$ cat src/rtl/core/six_step_commutation_sequencer_macros.svh
// ----------------------------------------------------------------------------
// Assertion macros for the six-step commutation sequencer.
// ----------------------------------------------------------------------------
`ifndef SIX_STEP_COMMUTATION_SEQUENCER_MACROS_SVH
`define SIX_STEP_COMMUTATION_SEQUENCER_MACROS_SVH

// Consequent checked in the same cycle as the antecedent.
`define SSCS_ASSERT_SAME(lbl, clk, rst_n, ante, cons, msg) \
    lbl: assert property (@(posedge clk) disable iff (!rst_n) (ante) |-> (cons)) \
        else $error(msg);

// Consequent checked in the cycle after the antecedent.
`define SSCS_ASSERT_NEXT(lbl, clk, rst_n, ante, cons, msg) \
    lbl: assert property (@(posedge clk) disable iff (!rst_n) (ante) |=> (cons)) \
        else $error(msg);

`endif

$ cat src/rtl/core/sscs_pkg.sv
// ----------------------------------------------------------------------------
// sscs_pkg
// Shared types, register indexes, step codes and the gate pattern table of
// the six-step commutation sequencer.
// ----------------------------------------------------------------------------
package sscs_pkg;

    // Default duty width and register reset values.
    localparam int          DUTY_WIDTH_DEF = 16;
    localparam logic [31:0] DUTY_MAX_RST   = 32'd10000;

    // Register indexes on the configuration port.
    localparam logic [1:0] REG_METHOD    = 2'd0;
    localparam logic [1:0] REG_DIRECTION = 2'd1;
    localparam logic [1:0] REG_DUTY_MAX  = 2'd2;

    // Modulation methods.
    localparam logic [2:0] METH_HIGH_SIDE = 3'd0;
    localparam logic [2:0] METH_COUNT     = 3'd5;

    // Rotation directions.
    localparam logic [1:0] DIR_STOP = 2'd0;
    localparam logic [1:0] DIR_CW   = 2'd1;
    localparam logic [1:0] DIR_CCW  = 2'd2;

    // Step range.
    localparam logic [2:0] STEP_FIRST = 3'd1;
    localparam logic [2:0] STEP_LAST  = 3'd6;

    // Gates, in table order.
    localparam int NUM_GATES = 6;
    localparam int GATE_HA   = 0;
    localparam int GATE_HB   = 1;
    localparam int GATE_HC   = 2;
    localparam int GATE_LA   = 3;
    localparam int GATE_LB   = 4;
    localparam int GATE_LC   = 5;

    // Table entry codes: off, commanded duty, full duty.
    localparam logic [1:0] C_Z = 2'd0;
    localparam logic [1:0] C_D = 2'd1;
    localparam logic [1:0] C_M = 2'd2;

    typedef struct packed {
        logic [2:0] method;
        logic [1:0] direction;
    } t_cfg;

    typedef struct packed {
        logic       enable;
        logic       load_step;
        logic [2:0] step_value;
    } t_item;

    // Rows are {HA, HB, HC, LA, LB, LC}, indexed by method and step minus one.
    localparam logic [11:0] PATTERN [5][6] = '{
        '{ {C_D,C_Z,C_Z,C_Z,C_M,C_Z}, {C_D,C_Z,C_Z,C_Z,C_Z,C_M},
           {C_Z,C_D,C_Z,C_Z,C_Z,C_M}, {C_Z,C_D,C_Z,C_M,C_Z,C_Z},
           {C_Z,C_Z,C_D,C_M,C_Z,C_Z}, {C_Z,C_Z,C_D,C_Z,C_M,C_Z} },
        '{ {C_M,C_Z,C_Z,C_Z,C_D,C_Z}, {C_M,C_Z,C_Z,C_Z,C_Z,C_D},
           {C_Z,C_M,C_Z,C_Z,C_Z,C_D}, {C_Z,C_M,C_Z,C_D,C_Z,C_Z},
           {C_Z,C_Z,C_M,C_D,C_Z,C_Z}, {C_Z,C_Z,C_M,C_Z,C_D,C_Z} },
        '{ {C_D,C_Z,C_Z,C_D,C_M,C_Z}, {C_D,C_Z,C_Z,C_D,C_Z,C_M},
           {C_Z,C_D,C_Z,C_Z,C_D,C_M}, {C_Z,C_D,C_Z,C_M,C_D,C_Z},
           {C_Z,C_Z,C_D,C_M,C_Z,C_D}, {C_Z,C_Z,C_D,C_Z,C_M,C_D} },
        '{ {C_D,C_Z,C_Z,C_Z,C_D,C_Z}, {C_D,C_Z,C_Z,C_Z,C_Z,C_D},
           {C_Z,C_D,C_Z,C_Z,C_Z,C_D}, {C_Z,C_D,C_Z,C_D,C_Z,C_Z},
           {C_Z,C_Z,C_D,C_D,C_Z,C_Z}, {C_Z,C_Z,C_D,C_Z,C_D,C_Z} },
        '{ {C_D,C_D,C_Z,C_D,C_D,C_Z}, {C_D,C_Z,C_D,C_D,C_Z,C_D},
           {C_Z,C_D,C_D,C_Z,C_D,C_D}, {C_D,C_D,C_Z,C_D,C_D,C_Z},
           {C_D,C_Z,C_D,C_D,C_Z,C_D}, {C_Z,C_D,C_D,C_Z,C_D,C_D} }
    };

    // True for a step in the range one to six.
    function automatic logic step_ok(input logic [2:0] step);
        return (step >= STEP_FIRST) && (step <= STEP_LAST);
    endfunction

    // Gate pattern for a method and step; all gates off where either is invalid.
    function automatic logic [11:0] pattern_row(input logic [2:0] method,
                                                input logic [2:0] step);
        logic [11:0] row;
        row = '0;
        if ((method < METH_COUNT) && step_ok(step)) begin
            row = PATTERN[method][step - STEP_FIRST];
        end
        return row;
    endfunction

    // Step after this one in the given direction, with wrap.
    function automatic logic [2:0] next_step(input logic [2:0] step,
                                             input logic [1:0] dir);
        logic [2:0] nxt;
        nxt = step;
        case (dir)
            DIR_CW: begin
                nxt = ((step >= STEP_LAST) || (step == 3'd0)) ? STEP_FIRST : step + 3'd1;
            end
            DIR_CCW: begin
                nxt = ((step <= STEP_FIRST) || (step > STEP_LAST)) ? STEP_LAST : step - 3'd1;
            end
            default: begin
                nxt = step;
            end
        endcase
        return nxt;
    endfunction

endpackage

$ cat src/rtl/core/sscs_apb_regs.sv
// ----------------------------------------------------------------------------
// sscs_apb_regs
// APB register file holding the modulation method, the direction and the
// full-on duty value.
// ----------------------------------------------------------------------------
module sscs_apb_regs
    import sscs_pkg::*;
#(
    parameter int DUTY_WIDTH = DUTY_WIDTH_DEF
) (
    input  logic                  i_clk,
    input  logic                  i_rst_n,
    input  logic                  psel,
    input  logic                  penable,
    input  logic                  pwrite,
    input  logic [3:0]            paddr,
    input  logic [31:0]           pwdata,
    output logic [31:0]           prdata,
    output logic                  pready,
    output t_cfg                  o_cfg,
    output logic [DUTY_WIDTH-1:0] o_duty_max
);

    logic [2:0]            r_method;
    logic [1:0]            r_direction;
    logic [DUTY_WIDTH-1:0] r_duty_max;
    logic                  w_wr;
    logic [1:0]            w_idx;

    assign pready = 1'b1;
    assign w_idx  = paddr[3:2];
    assign w_wr   = psel && penable && pwrite;

    // Register writes in the access phase.
    always_ff @(posedge i_clk) begin
        if (!i_rst_n) begin
            r_method    <= METH_HIGH_SIDE;
            r_direction <= DIR_CW;
            r_duty_max  <= DUTY_MAX_RST[DUTY_WIDTH-1:0];
        end else if (w_wr) begin
            unique case (w_idx)
                REG_METHOD:    r_method    <= pwdata[2:0];
                REG_DIRECTION: r_direction <= pwdata[1:0];
                REG_DUTY_MAX:  r_duty_max  <= pwdata[DUTY_WIDTH-1:0];
                default: ;
            endcase
        end
    end

    // Read-back multiplexer.
    always_comb begin
        unique case (w_idx)
            REG_METHOD:    prdata = {29'd0, r_method};
            REG_DIRECTION: prdata = {30'd0, r_direction};
            REG_DUTY_MAX:  prdata = 32'(r_duty_max);
            default:       prdata = '0;
        endcase
    end

    assign o_cfg.method    = r_method;
    assign o_cfg.direction = r_direction;
    assign o_duty_max      = r_duty_max;

endmodule

$ cat src/rtl/core/sscs_step_engine.sv
// ----------------------------------------------------------------------------
// sscs_step_engine
// Step state, gate pattern lookup and the result register. The held duties,
// the applied step and the update flag form the result of the last item.
// ----------------------------------------------------------------------------
`include "six_step_commutation_sequencer_macros.svh"

module sscs_step_engine
    import sscs_pkg::*;
#(
    parameter int DUTY_WIDTH = DUTY_WIDTH_DEF
) (
    input  logic                  i_clk,
    input  logic                  i_rst_n,
    input  logic                  i_advance,
    input  t_item                 i_item,
    input  logic [DUTY_WIDTH-1:0] i_duty,
    input  t_cfg                  i_cfg,
    input  logic [DUTY_WIDTH-1:0] i_duty_max,
    output logic [DUTY_WIDTH-1:0] o_held [NUM_GATES],
    output logic [2:0]            o_applied_step,
    output logic                  o_updated
);

    logic [2:0]            r_cur_step;
    logic [2:0]            n_cur_step;
    logic [2:0]            r_last_step;
    logic [2:0]            n_last_step;
    logic                  r_updated;
    logic                  n_updated;
    logic [DUTY_WIDTH-1:0] r_held [NUM_GATES];
    logic [DUTY_WIDTH-1:0] n_held [NUM_GATES];

    logic [2:0]            w_step;
    logic [DUTY_WIDTH-1:0] w_sat;
    logic                  w_row_ok;
    logic [11:0]           w_row;

    // Step in force for this item and the saturated duty.
    assign w_step   = i_item.load_step ? i_item.step_value : r_cur_step;
    assign w_sat    = (i_duty > i_duty_max) ? i_duty_max : i_duty;
    assign w_row_ok = (i_cfg.method < METH_COUNT) && step_ok(w_step);
    assign w_row    = pattern_row(i_cfg.method, w_step);

    // Next state for one commutation tick.
    always_comb begin
        n_cur_step  = r_cur_step;
        n_last_step = r_last_step;
        n_updated   = r_updated;
        for (int k = 0; k < NUM_GATES; k++) begin
            n_held[k] = r_held[k];
        end
        if (!i_item.enable) begin
            // A disabled tick still takes a load but does not advance.
            n_cur_step = w_step;
            n_updated  = 1'b1;
            for (int k = 0; k < NUM_GATES; k++) begin
                n_held[k] = '0;
            end
        end else begin
            n_updated   = w_row_ok;
            n_last_step = w_step;
            n_cur_step  = next_step(w_step, i_cfg.direction);
            if (w_row_ok) begin
                for (int k = 0; k < NUM_GATES; k++) begin
                    case (w_row[2*(NUM_GATES-1-k) +: 2])
                        C_D:     n_held[k] = w_sat;
                        C_M:     n_held[k] = i_duty_max;
                        default: n_held[k] = '0;
                    endcase
                end
            end
        end
    end

    // State and result register, loaded once per item.
    always_ff @(posedge i_clk) begin
        if (!i_rst_n) begin
            r_cur_step  <= STEP_FIRST;
            r_last_step <= STEP_FIRST;
            r_updated   <= 1'b0;
            for (int k = 0; k < NUM_GATES; k++) begin
                r_held[k] <= '0;
            end
        end else if (i_advance) begin
            r_cur_step  <= n_cur_step;
            r_last_step <= n_last_step;
            r_updated   <= n_updated;
            for (int k = 0; k < NUM_GATES; k++) begin
                r_held[k] <= n_held[k];
            end
        end
    end

    assign o_held         = r_held;
    assign o_applied_step = r_last_step;
    assign o_updated      = r_updated;

    // A disabled tick clears every gate and reports an update.
    `SSCS_ASSERT_NEXT(a_disable_clears, i_clk, i_rst_n,
        i_advance && !i_item.enable,
        r_updated && (r_held[GATE_HA] == '0) && (r_held[GATE_HB] == '0) &&
        (r_held[GATE_HC] == '0) && (r_held[GATE_LA] == '0) &&
        (r_held[GATE_LB] == '0) && (r_held[GATE_LC] == '0),
        "disabled item did not clear the gate duties")

    // Without an item the step state and flag stay put.
    `SSCS_ASSERT_NEXT(a_idle_holds, i_clk, i_rst_n,
        !i_advance,
        $stable(r_cur_step) && $stable(r_last_step) && $stable(r_updated),
        "step state changed without an item")

    // An unknown method leaves the duties untouched.
    `SSCS_ASSERT_NEXT(a_bad_method_holds, i_clk, i_rst_n,
        i_advance && i_item.enable && (i_cfg.method >= METH_COUNT),
        !r_updated && $stable(r_held[GATE_HA]) && $stable(r_held[GATE_LC]),
        "unknown method altered the gate duties")

    // Clockwise rotation wraps from the last step to the first.
    `SSCS_ASSERT_NEXT(a_cw_wrap, i_clk, i_rst_n,
        i_advance && i_item.enable && !i_item.load_step &&
        (i_cfg.direction == DIR_CW) && (r_cur_step == STEP_LAST),
        r_cur_step == STEP_FIRST,
        "clockwise step did not wrap to the first step")

endmodule

$ cat src/rtl/core/six_step_commutation_sequencer.sv
// An accepted item waits in the input register, then moves into the result register when that is free or draining.
// Throughput: one item per cycle while the result channel is ready; the pattern lookup
// and step counter finish within the single stage between the input and result registers.
// Reset (synchronous, active low): step 1, applied step 1, all duties zero,
// method high side, direction clockwise, duty maximum 10000.
// ----------------------------------------------------------------------------
// six_step_commutation_sequencer
// Six-step commutation sequencer for a three-phase bridge: input register,
// step engine with result register, and APB configuration registers.
// ----------------------------------------------------------------------------
module six_step_commutation_sequencer
    import sscs_pkg::*;
#(
    parameter int DUTY_WIDTH = DUTY_WIDTH_DEF
) (
    input  logic                  i_clk,
    input  logic                  i_rst_n,
    // Configuration port
    input  logic                  psel,
    input  logic                  penable,
    input  logic                  pwrite,
    input  logic [3:0]            paddr,
    input  logic [31:0]           pwdata,
    output logic [31:0]           prdata,
    output logic                  pready,
    // Input channel
    input  logic                  i_valid,
    output logic                  o_ready,
    input  logic                  i_enable,
    input  logic                  i_load_step,
    input  logic [2:0]            i_step_value,
    input  logic [DUTY_WIDTH-1:0] i_duty,
    // Result channel
    output logic                  o_valid,
    input  logic                  i_ready,
    output logic [DUTY_WIDTH-1:0] o_duty_high_a,
    output logic [DUTY_WIDTH-1:0] o_duty_high_b,
    output logic [DUTY_WIDTH-1:0] o_duty_high_c,
    output logic [DUTY_WIDTH-1:0] o_duty_low_a,
    output logic [DUTY_WIDTH-1:0] o_duty_low_b,
    output logic [DUTY_WIDTH-1:0] o_duty_low_c,
    output logic [2:0]            o_applied_step,
    output logic                  o_updated
);

    t_cfg                  w_cfg;
    logic [DUTY_WIDTH-1:0] w_duty_max;
    logic [DUTY_WIDTH-1:0] w_held [NUM_GATES];

    logic                  r_in_vld;
    t_item                 r_in_item;
    logic [DUTY_WIDTH-1:0] r_in_duty;
    logic                  r_out_vld;
    logic                  w_advance;
    logic                  w_take;

    // An item moves into the engine when the result register is free or draining.
    assign w_advance = r_in_vld && (!r_out_vld || i_ready);
    assign o_ready   = !r_in_vld || w_advance;
    assign w_take    = i_valid && o_ready;

    // Input register valid and result valid.
    always_ff @(posedge i_clk) begin
        if (!i_rst_n) begin
            r_in_vld  <= 1'b0;
            r_out_vld <= 1'b0;
        end else begin
            if (o_ready) begin
                r_in_vld <= i_valid;
            end
            if (w_advance) begin
                r_out_vld <= 1'b1;
            end else if (i_ready) begin
                r_out_vld <= 1'b0;
            end
        end
    end

    // Input payload register.
    always_ff @(posedge i_clk) begin
        if (w_take) begin
            r_in_item.enable     <= i_enable;
            r_in_item.load_step  <= i_load_step;
            r_in_item.step_value <= i_step_value;
            r_in_duty            <= i_duty;
        end
    end

    sscs_apb_regs #(
        .DUTY_WIDTH (DUTY_WIDTH)
    ) u_regs (
        .i_clk      (i_clk),
        .i_rst_n    (i_rst_n),
        .psel       (psel),
        .penable    (penable),
        .pwrite     (pwrite),
        .paddr      (paddr),
        .pwdata     (pwdata),
        .prdata     (prdata),
        .pready     (pready),
        .o_cfg      (w_cfg),
        .o_duty_max (w_duty_max)
    );

    sscs_step_engine #(
        .DUTY_WIDTH (DUTY_WIDTH)
    ) u_engine (
        .i_clk          (i_clk),
        .i_rst_n        (i_rst_n),
        .i_advance      (w_advance),
        .i_item         (r_in_item),
        .i_duty         (r_in_duty),
        .i_cfg          (w_cfg),
        .i_duty_max     (w_duty_max),
        .o_held         (w_held),
        .o_applied_step (o_applied_step),
        .o_updated      (o_updated)
    );

    assign o_valid       = r_out_vld;
    assign o_duty_high_a = w_held[GATE_HA];
    assign o_duty_high_b = w_held[GATE_HB];
    assign o_duty_high_c = w_held[GATE_HC];
    assign o_duty_low_a  = w_held[GATE_LA];
    assign o_duty_low_b  = w_held[GATE_LB];
    assign o_duty_low_c  = w_held[GATE_LC];

endmodule

$ cat config.mk
export PLATFORM = sky130hd
export DESIGN_NAME = six_step_commutation_sequencer
export DESIGN_NICKNAME = d
export VERILOG_FILES = /design/src/rtl/core/sscs_pkg.sv /design/src/rtl/core/sscs_apb_regs.sv /design/src/rtl/core/sscs_step_engine.sv /design/src/rtl/core/six_step_commutation_sequencer.sv
export VERILOG_INCLUDE_DIRS = /design/src /design/src/rtl/core
export SDC_FILE = /design/constraint.sdc
export NUM_CORES = 1
export LEC_CHECK = 0
export ABC_AREA = 1
export BUFFER_PORTS_ARGS = -buffer_cell sky130_fd_sc_hd__buf_2
export CAP_MARGIN = 20
export CORE_MARGIN = 5
export CORE_UTILIZATION = 54
export DETAILED_ROUTE_END_ITERATION = 8
export PLACE_DENSITY = 0.81
export SETUP_SLACK_MARGIN = 0.4
export SLEW_MARGIN = 25
export SYNTH_ARGS = -nofsm -noshare
export SYNTH_HDL_FRONTEND = slang
export SYNTH_SLANG_ARGS = --single-unit
$ cat constraint.sdc
create_clock -name i_clk -period 3.5 [get_ports i_clk]
set_input_delay 0.175 -clock i_clk [delete_from_list [all_inputs] [get_ports i_clk]]
set_output_delay 0.175 -clock i_clk [all_outputs]
set_load 0.02 [all_outputs]
==> results of run 1 <==
-- per-stage QoR --
stage                     area [µm²]  utilization (%)
after floorplan                 8000                -
final                           9884            68.27
after global placement          8901            61.48
after CTS                       9721            67.14
after global routing            9884            68.27
after detailed placement        8901            61.48
-- worst max-delay path by stage --
stage / startpoint / to / slack, ps / depth (start not counted)
2_1_floorplan: r_in_item[3] / u_engine.o_held[54] / 460 / 18
3_3_place_gp: r_in_item[3] / u_engine.o_held[61] / 480 / 18
3_5_place_dp: r_in_item[3] / u_engine.o_held[58] / 450 / 19
4_1_cts: r_in_item[3] / u_engine.o_held[55] / 440 / 19
5_1_grt: r_in_item[3] / u_engine.o_held[35] / 400 / 17
6_report: r_in_item[3] / u_engine.o_held[62] / 560 / 19
-- placed cells by master, fill, tap and decap left out, drive strengths merged --
cell type	n
ha	35
dlygate4sd3	26
a21oi	129
o211ai	10
inv	81
o22ai	1
nand3	129
buf	197
nand2	462
edfxtp	21
clkinvlp	3
dfxtp	126
clkinv	8
nor3	9
nand4	2
o221ai	2
nor2	38
a21o	1
o21a	2
or2	2
clkbuf	23
conb	17
o21ai	35
-- cell families (layout without fill, tap and decap cells) --
| group | after synthesis | in the layout | share of synthesized area [%] |
|---|---|---|---|
| other | 2 | 17 | 0.09455 |
| adder cells (fa/ha/maj) | 35 | 35 | 5.514 |
| AND/OR/NAND/NOR | 642 | 642 | 33.76 |
| AO/OA/AOI/OAI | 180 | 180 | 12.05 |
| flip-flops | 147 | 147 | 39.70 |
| buffers and inverters | 161 | 338 | 8.885 |
-- routing by layer --
| metal | share of wire (%) | wire length (µm) | GRT usage (%) | up-vias |
|---|---|---|---|---|
| met4 | 1.8 | 428 | 7.771 | 0 |
| met2 | 45 | 10740 | 40.80 | 439 |
| li1 | - | - | - | 4105 |
| met5 | 0 | 0 | 0 | - |
| met3 | 9.9 | 2369 | 6.116 | 34 |
| met1 | 44 | 10440 | 37.55 | 3734 |
-- registers in the layout, summed over array words and instances, names as in the netlist --
register,count
u_engine.o_held,96
r_in_duty,16
u_regs.o_duty_max,16
r_in_item,5
u_engine.o_applied_step,3
u_engine.r_cur_step,3
u_regs.r_method,3
u_regs.r_direction,2
o_valid,1
r_in_vld,1
u_engine.o_updated,1
-- power breakdown --
| part | internal (mW) | leakage [nW] | switching (mW) |
|---|---|---|---|
| sequential | 1.75 | 1.22 | 0.0258 |
| combinational | 0.271 | 3.23 | 0.526 |
| clock | 0.990 | 0.272 | 0.736 |
| total | 3.01 | 4.73 | 1.29 |
-- timing repair --
action / in CTS / in global routing
endpoints found under the hold margin: 26 / 0
endpoints found under the setup margin: 0 / 91
gates resized for setup: 0 / 19
hold buffers: 26 / 0
buffers inserted: 0 / 9
-- cell type report --
cell class                      instances  share of cell area, %
Tap cell                              184                  2.329
Timing Repair Buffer                  224                  14.35
Multi-Input combinational cell        874                  42.54
Inverter                               82                  3.215
Clock buffer                           22                  4.911
Sequential cell                       147                  31.90
Clock inverter                         10                 0.7468
-- worst register-to-register path, delay by kind of cell, from the launching register on --
family / cells / cell delay, ps
and+or+nand+nor: 8 / 950
buffers and inverters: 6 / 670
adders and majority gates: 2 / 440
DFF: 1 / 430
AOI/OAI and AO/OA: 3 / 370
==> results.toml, run 1 <==
[drt]
drc = 0
drt_iter0_drc = 949
routed_wl_um = 23970
num_vias = 8312
firstDrtPassIters = 6
vias_per_cell = 5.387
wire_per_inst_um = 15.54
drtAntennaViolNets = 0

[finish]
drive_above_1_share_pct = 19.13
layout.cells.non_filler = 1543
num_antenna_cells = 0
syn2layout_area_growth_pct = 24.45
final_nets = 1445
n_fill_cell = 1260
multi_input_area_um2 = 4205
ff_latch_area_um2 = 3153

[cts]
cts_max_path_buffers = 2
cts.htree.levels = 4
cts_tree = "done"
clk_latency_ps = 430
path_clk_slew_ps = 60
cts.sinks = 147
root_buffer = "clkbuf_16"
cts_buffers = 17

[yosys]
synth_cell_type_count = 32
syn_inst = 1167
synth_common_cells = "nand2_1, a21oi_1, nand3_1"
synth-async-reset-ratio_pct = 0
syn_area_um2 = 7943
netlist.area_leader.share_pct = 31.76
ys.flop_type = "dfxtp_1"
synthTopCellsByArea = "dfxtp_1, nand2_1, a21oi_1, nand3_1, edfxtp_1"
synth.yosys.warnings = 0
yosysTopAreaCell = "dfxtp_1"
synth_seq_cells = 147
synth-edff-count = 21
avgSynthCellArea_um2 = 6.806
synth_most_common_cell = "nand2_1"
yosysSeqAreaShare_pct = 39.70

[min_path]
hold_class = "primary input to flip-flop"
hold-path-cell-count = 3
min_delay_worst_endpoint = "u_regs.r_method[0]"
hp-start = "pwdata[0]"

[worst_setup_path]
r2r_cells = 19
reg2reg_slack_ps = 560
reg2reg_to = "u_engine.o_held[62]"
critical_path_buf_inv_count = 6
critPathKind = "flip-flop to flip-flop"
cp.required_ps = 3840
cp-start-kind = "flip-flop"
cp_slowest_cell = "edfxtp_1"
cp_top_family = "simple AND/OR/NAND/NOR gates"
worstPathCellList = "inv_2 > nand2_1 > nand2_2 > inv_4 > buf_4 > ha_1 > or2_4 > o21ai_4 > nor2_8 > nand2_2 > inv_2 > nand3_1 > o21a_1 > inv_1 > ha_4 > nor3_4 > clkbuf_16 > nand2_1 > a21oi_1"
worstPathArrival_ps = 3280
end_kind = "flip-flop"
cp_max_fo = 8
timing.rr.start = "r_in_item[3]"
critPathMaxStageDelay_ps = 430

[place]
gp_congestion = 0.9887
place_ws_ps = 451.1
dp_hpwl_um = 17080
portBuffers = 163
dp_cells = 1475

[sta]
max_freq_mhz = 339.6
slew_viol_final = 0
tns_ps = 0
tightest_slew_ps = 798.2
grt_setup_unrepaired = "no"
skew_ps = 8.508
hold_violations = 0
slew-limit-headroom_pct = 46.79
fin_crit_ps = 2945
setup_ws_ps = 555.3
setup_violations = 0
period_share_pct = 84.14
holdWs_ps = 20.05

[die]
die-height_um = 131.3
die_area_um2 = 17230
die_x_um = 131.3
ios = 199
rows = 44
core-area_um2 = 14480
start_util_pct = 54.86

[global_routing]
antenna_found_initial = 0
grt_overflow = 0
grt_pass1_vias = 7514
grt_pass1_wl_um = 38570
grt_max_degree = 65
grtUsageTotal_pct = 26.58

[flow_run]
maxCapViolCount = 0

[pwr]
peakVddDrop_mv = 0.3231
finalPower_mw = 4.295
p_leak_nw = 4.727
powerDensity_nw_per_um2 = 434.6

[status]
status = "completed"
No activity file was read; power rests on OpenSTA's default activity.
==> run 2, diff against run 1 <==
Settings changed: ABC_AREA 1 to 0, CORE_UTILIZATION 54 to 47, PLACE_DENSITY 0.81 to 0.76.
Clock period 3.5 ns to 2.6 ns, I/O delays scaled along.
==> run 2 against run 1 <==
Effect of this change: the run now ends with setup timing left; clock power is 43% higher; maximum frequency is 5.5% lower; die area is 2.4% higher; sequential share of layout area is 2.6 points lower; largest cell class unchanged; sequential power is 34% higher; worst hold slack worse by 3.0 ps; sequential cell count stayed put; power is 33% higher; largest power group is now the clock network; critical path depth is 4 lower; final area is 8.9% higher; global-route usage is 0.65 points lower.
==> results.toml, run 2 <==
[die]
die_area_um2 = 17650
die_x_um = 132.8
die-height_um = 132.8
core-area_um2 = 14980
start_util_pct = 47.36
ios = 199
rows = 45

[finish]
layout.cells.non_filler = 1206
num_antenna_cells = 0
syn2layout_area_growth_pct = 51.77
final_cell_mix = "buf_2, dfxtp_1, buf_4"
final_cell_area_um2 = 10770
drive_above_1_share_pct = 44.40
layout_commonest_cell = "buf_2"
final_nets = 1104
largest_reg_flops = 96

[worst_setup_path]
worstPathArrival_ps = 3420
end_kind = "flip-flop"
reg2reg_slack_ps = -520
reg2reg_to = "u_engine.o_held[92]"
critPathKind = "flip-flop to flip-flop"
timing.rr.start = "r_in_item[3]"
cp.required_ps = 2910
cp-start-kind = "flip-flop"
cp_max_fo = 10
r2r_cells = 15

[global_routing]
grt_max_degree = 56
antenna_found_initial = 0
grt_overflow = 0
grt_pass1_wl_um = 36600
grt_pass1_vias = 6773
grtUsageTotal_pct = 25.93

[sta]
max_freq_mhz = 320.9
period_share_pct = 119.9
grt_setup_unrepaired = "yes"
slew-limit-headroom_pct = 33.76
fin_crit_ps = 3117
tightest_slew_ps = 993.6
slew_viol_final = 0
setup_violations = 96
hold_violations = 0
skew_ps = 9.803
setup_ws_ps = -516.5
holdWs_ps = 17.05

[drt]
wire_per_inst_um = 21.44
drtAntennaViolNets = 0
vias_per_cell = 6.040
drc = 0
num_vias = 7284
firstDrtPassIters = 5
drt_iter0_drc = 781
routed_wl_um = 25860

[yosys]
synth.yosys.warnings = 0
synth_common_cells = "dfxtp_1, nand2_1, and3_1"
yosysSeqAreaShare_pct = 44.45
synth_seq_cells = 147
synth_cell_type_count = 62
synthTopCellsByArea = "dfxtp_1, edfxtp_1, a221o_1, ha_1, a32oi_1"
syn_area_um2 = 7093
synth_most_common_cell = "dfxtp_1"
synth-async-reset-ratio_pct = 0
synth-edff-count = 21
avgSynthCellArea_um2 = 9.851
yosysTopAreaCell = "dfxtp_1"
syn_inst = 720
netlist.area_leader.share_pct = 35.56
ys.flop_type = "dfxtp_1"

[place]
dp_cells = 1111
dp_hpwl_um = 15850
place_ws_ps = -746.7
portBuffers = 163
place_area_um2 = 8747
gp_congestion = 0.9167

[status]
violations = "setup timing"
status = "complete, but fails checks"

[cts]
cts_tree = "done"
clk_latency_ps = 440
cts.htree.levels = 4
path_clk_slew_ps = 70
cts_buffers = 17
root_buffer = "clkbuf_16"
cts_max_path_buffers = 2
cts.sinks = 147

[min_path]
hp-start = "pwdata[1]"
hold-path-cell-count = 3
min_delay_worst_endpoint = "u_regs.r_direction[1]"
hold_class = "primary input to flip-flop"

[flow_run]
maxCapViolCount = 0

[pwr]
p_leak_nw = 4.883
peakVddDrop_mv = 0.5784
powerDensity_nw_per_um2 = 530.4
finalPower_mw = 5.710
-- run 2: where the power goes --
part | switching [mW] | leakage (nW) | internal (mW)
combinational | 0.491 | 3.37 | 0.373
sequential | 0.0311 | 1.22 | 2.34
clock | 1.10 | 0.288 | 1.37
total | 1.63 | 4.88 | 4.08
-- run 2: worst max-delay path by stage --
stage / startpoint / to / slack [ps] / depth (start not counted)
final: r_in_item[3] / u_engine.o_held[92] / -520 / 15
after global routing: r_in_item[3] / u_engine.o_held[92] / -640 / 15
after CTS: r_in_item[3] / u_engine.o_held[66] / -470 / 14
after detailed placement: r_in_item[3] / u_engine.o_held[2] / -750 / 11
after global placement: r_in_item[3] / u_engine.o_held[75] / -680 / 12
after floorplan: r_in_item[3] / u_engine.o_held[16] / -570 / 14
-- run 2: worst max-delay path, stage by stage, from the launching register on --
cell	delay, ps
edfxtp_1	440
mux2i_4	350
clkinv_4	90
ha_4	160
or4_4	420
o31ai_4	100
or2_4	240
nor2_4	60
nand3_2	80
inv_2	50
ha_4	280
nor2b_4	40
and2_4	150
buf_8	140
a32oi_1	260
o21ai_1	120
-- run 2: cells by family after synthesis --
family,after synthesis,share of synthesized area (%)
AO/OA/AOI/OAI,216,24.18
buffers and inverters,101,7.126
other,2,0.1059
multiplexers,12,1.817
XOR/XNOR,3,0.3705
adder cells (fa/ha/maj),35,6.174
flip-flops,147,44.45
AND/OR/NAND/NOR,204,15.77
-- run 2: final cells by class --
type                            count  area (µm²)
Clock inverter                     14       162.7
Fill cell                         981        4212
Tap cell                          188       235.2
Multi-Input combinational cell    488        4310
Inverter                           34       135.1
Sequential cell                   147        3153
Timing Repair Buffer              317        2340
Clock buffer                       18       429.2
-- run 2: metal layers --
metal	track usage (%)	routed length (µm)
met1	35.31	10240
met5	0	0
met2	40.49	12180
met3	5.475	2409
met4	9.873	1035
-- run 2: timing repair --
| action | CTS | global route |
|---|---|---|
| endpoints found under the hold margin | 38 | 0 |
| cloned | 2 | 6 |
| buffers inserted | 13 | 5 |
| gates resized for setup | 66 | 82 |
| pin swaps | 20 | 48 |
| endpoints found under the setup margin | 98 | 100 |
| hold buffers | 37 | 0 |
-- run 2: stage by stage --
| step | util, % | setup TNS [ps] |
|---|---|---|
| final | 71.88 | -39100 |
| after global routing | 71.88 | -51160 |
| after CTS | 68.00 | -36050 |
| after detailed placement | 58.40 | -59670 |
| after global placement | 58.40 | -52670 |
| after floorplan | - | -45170 |
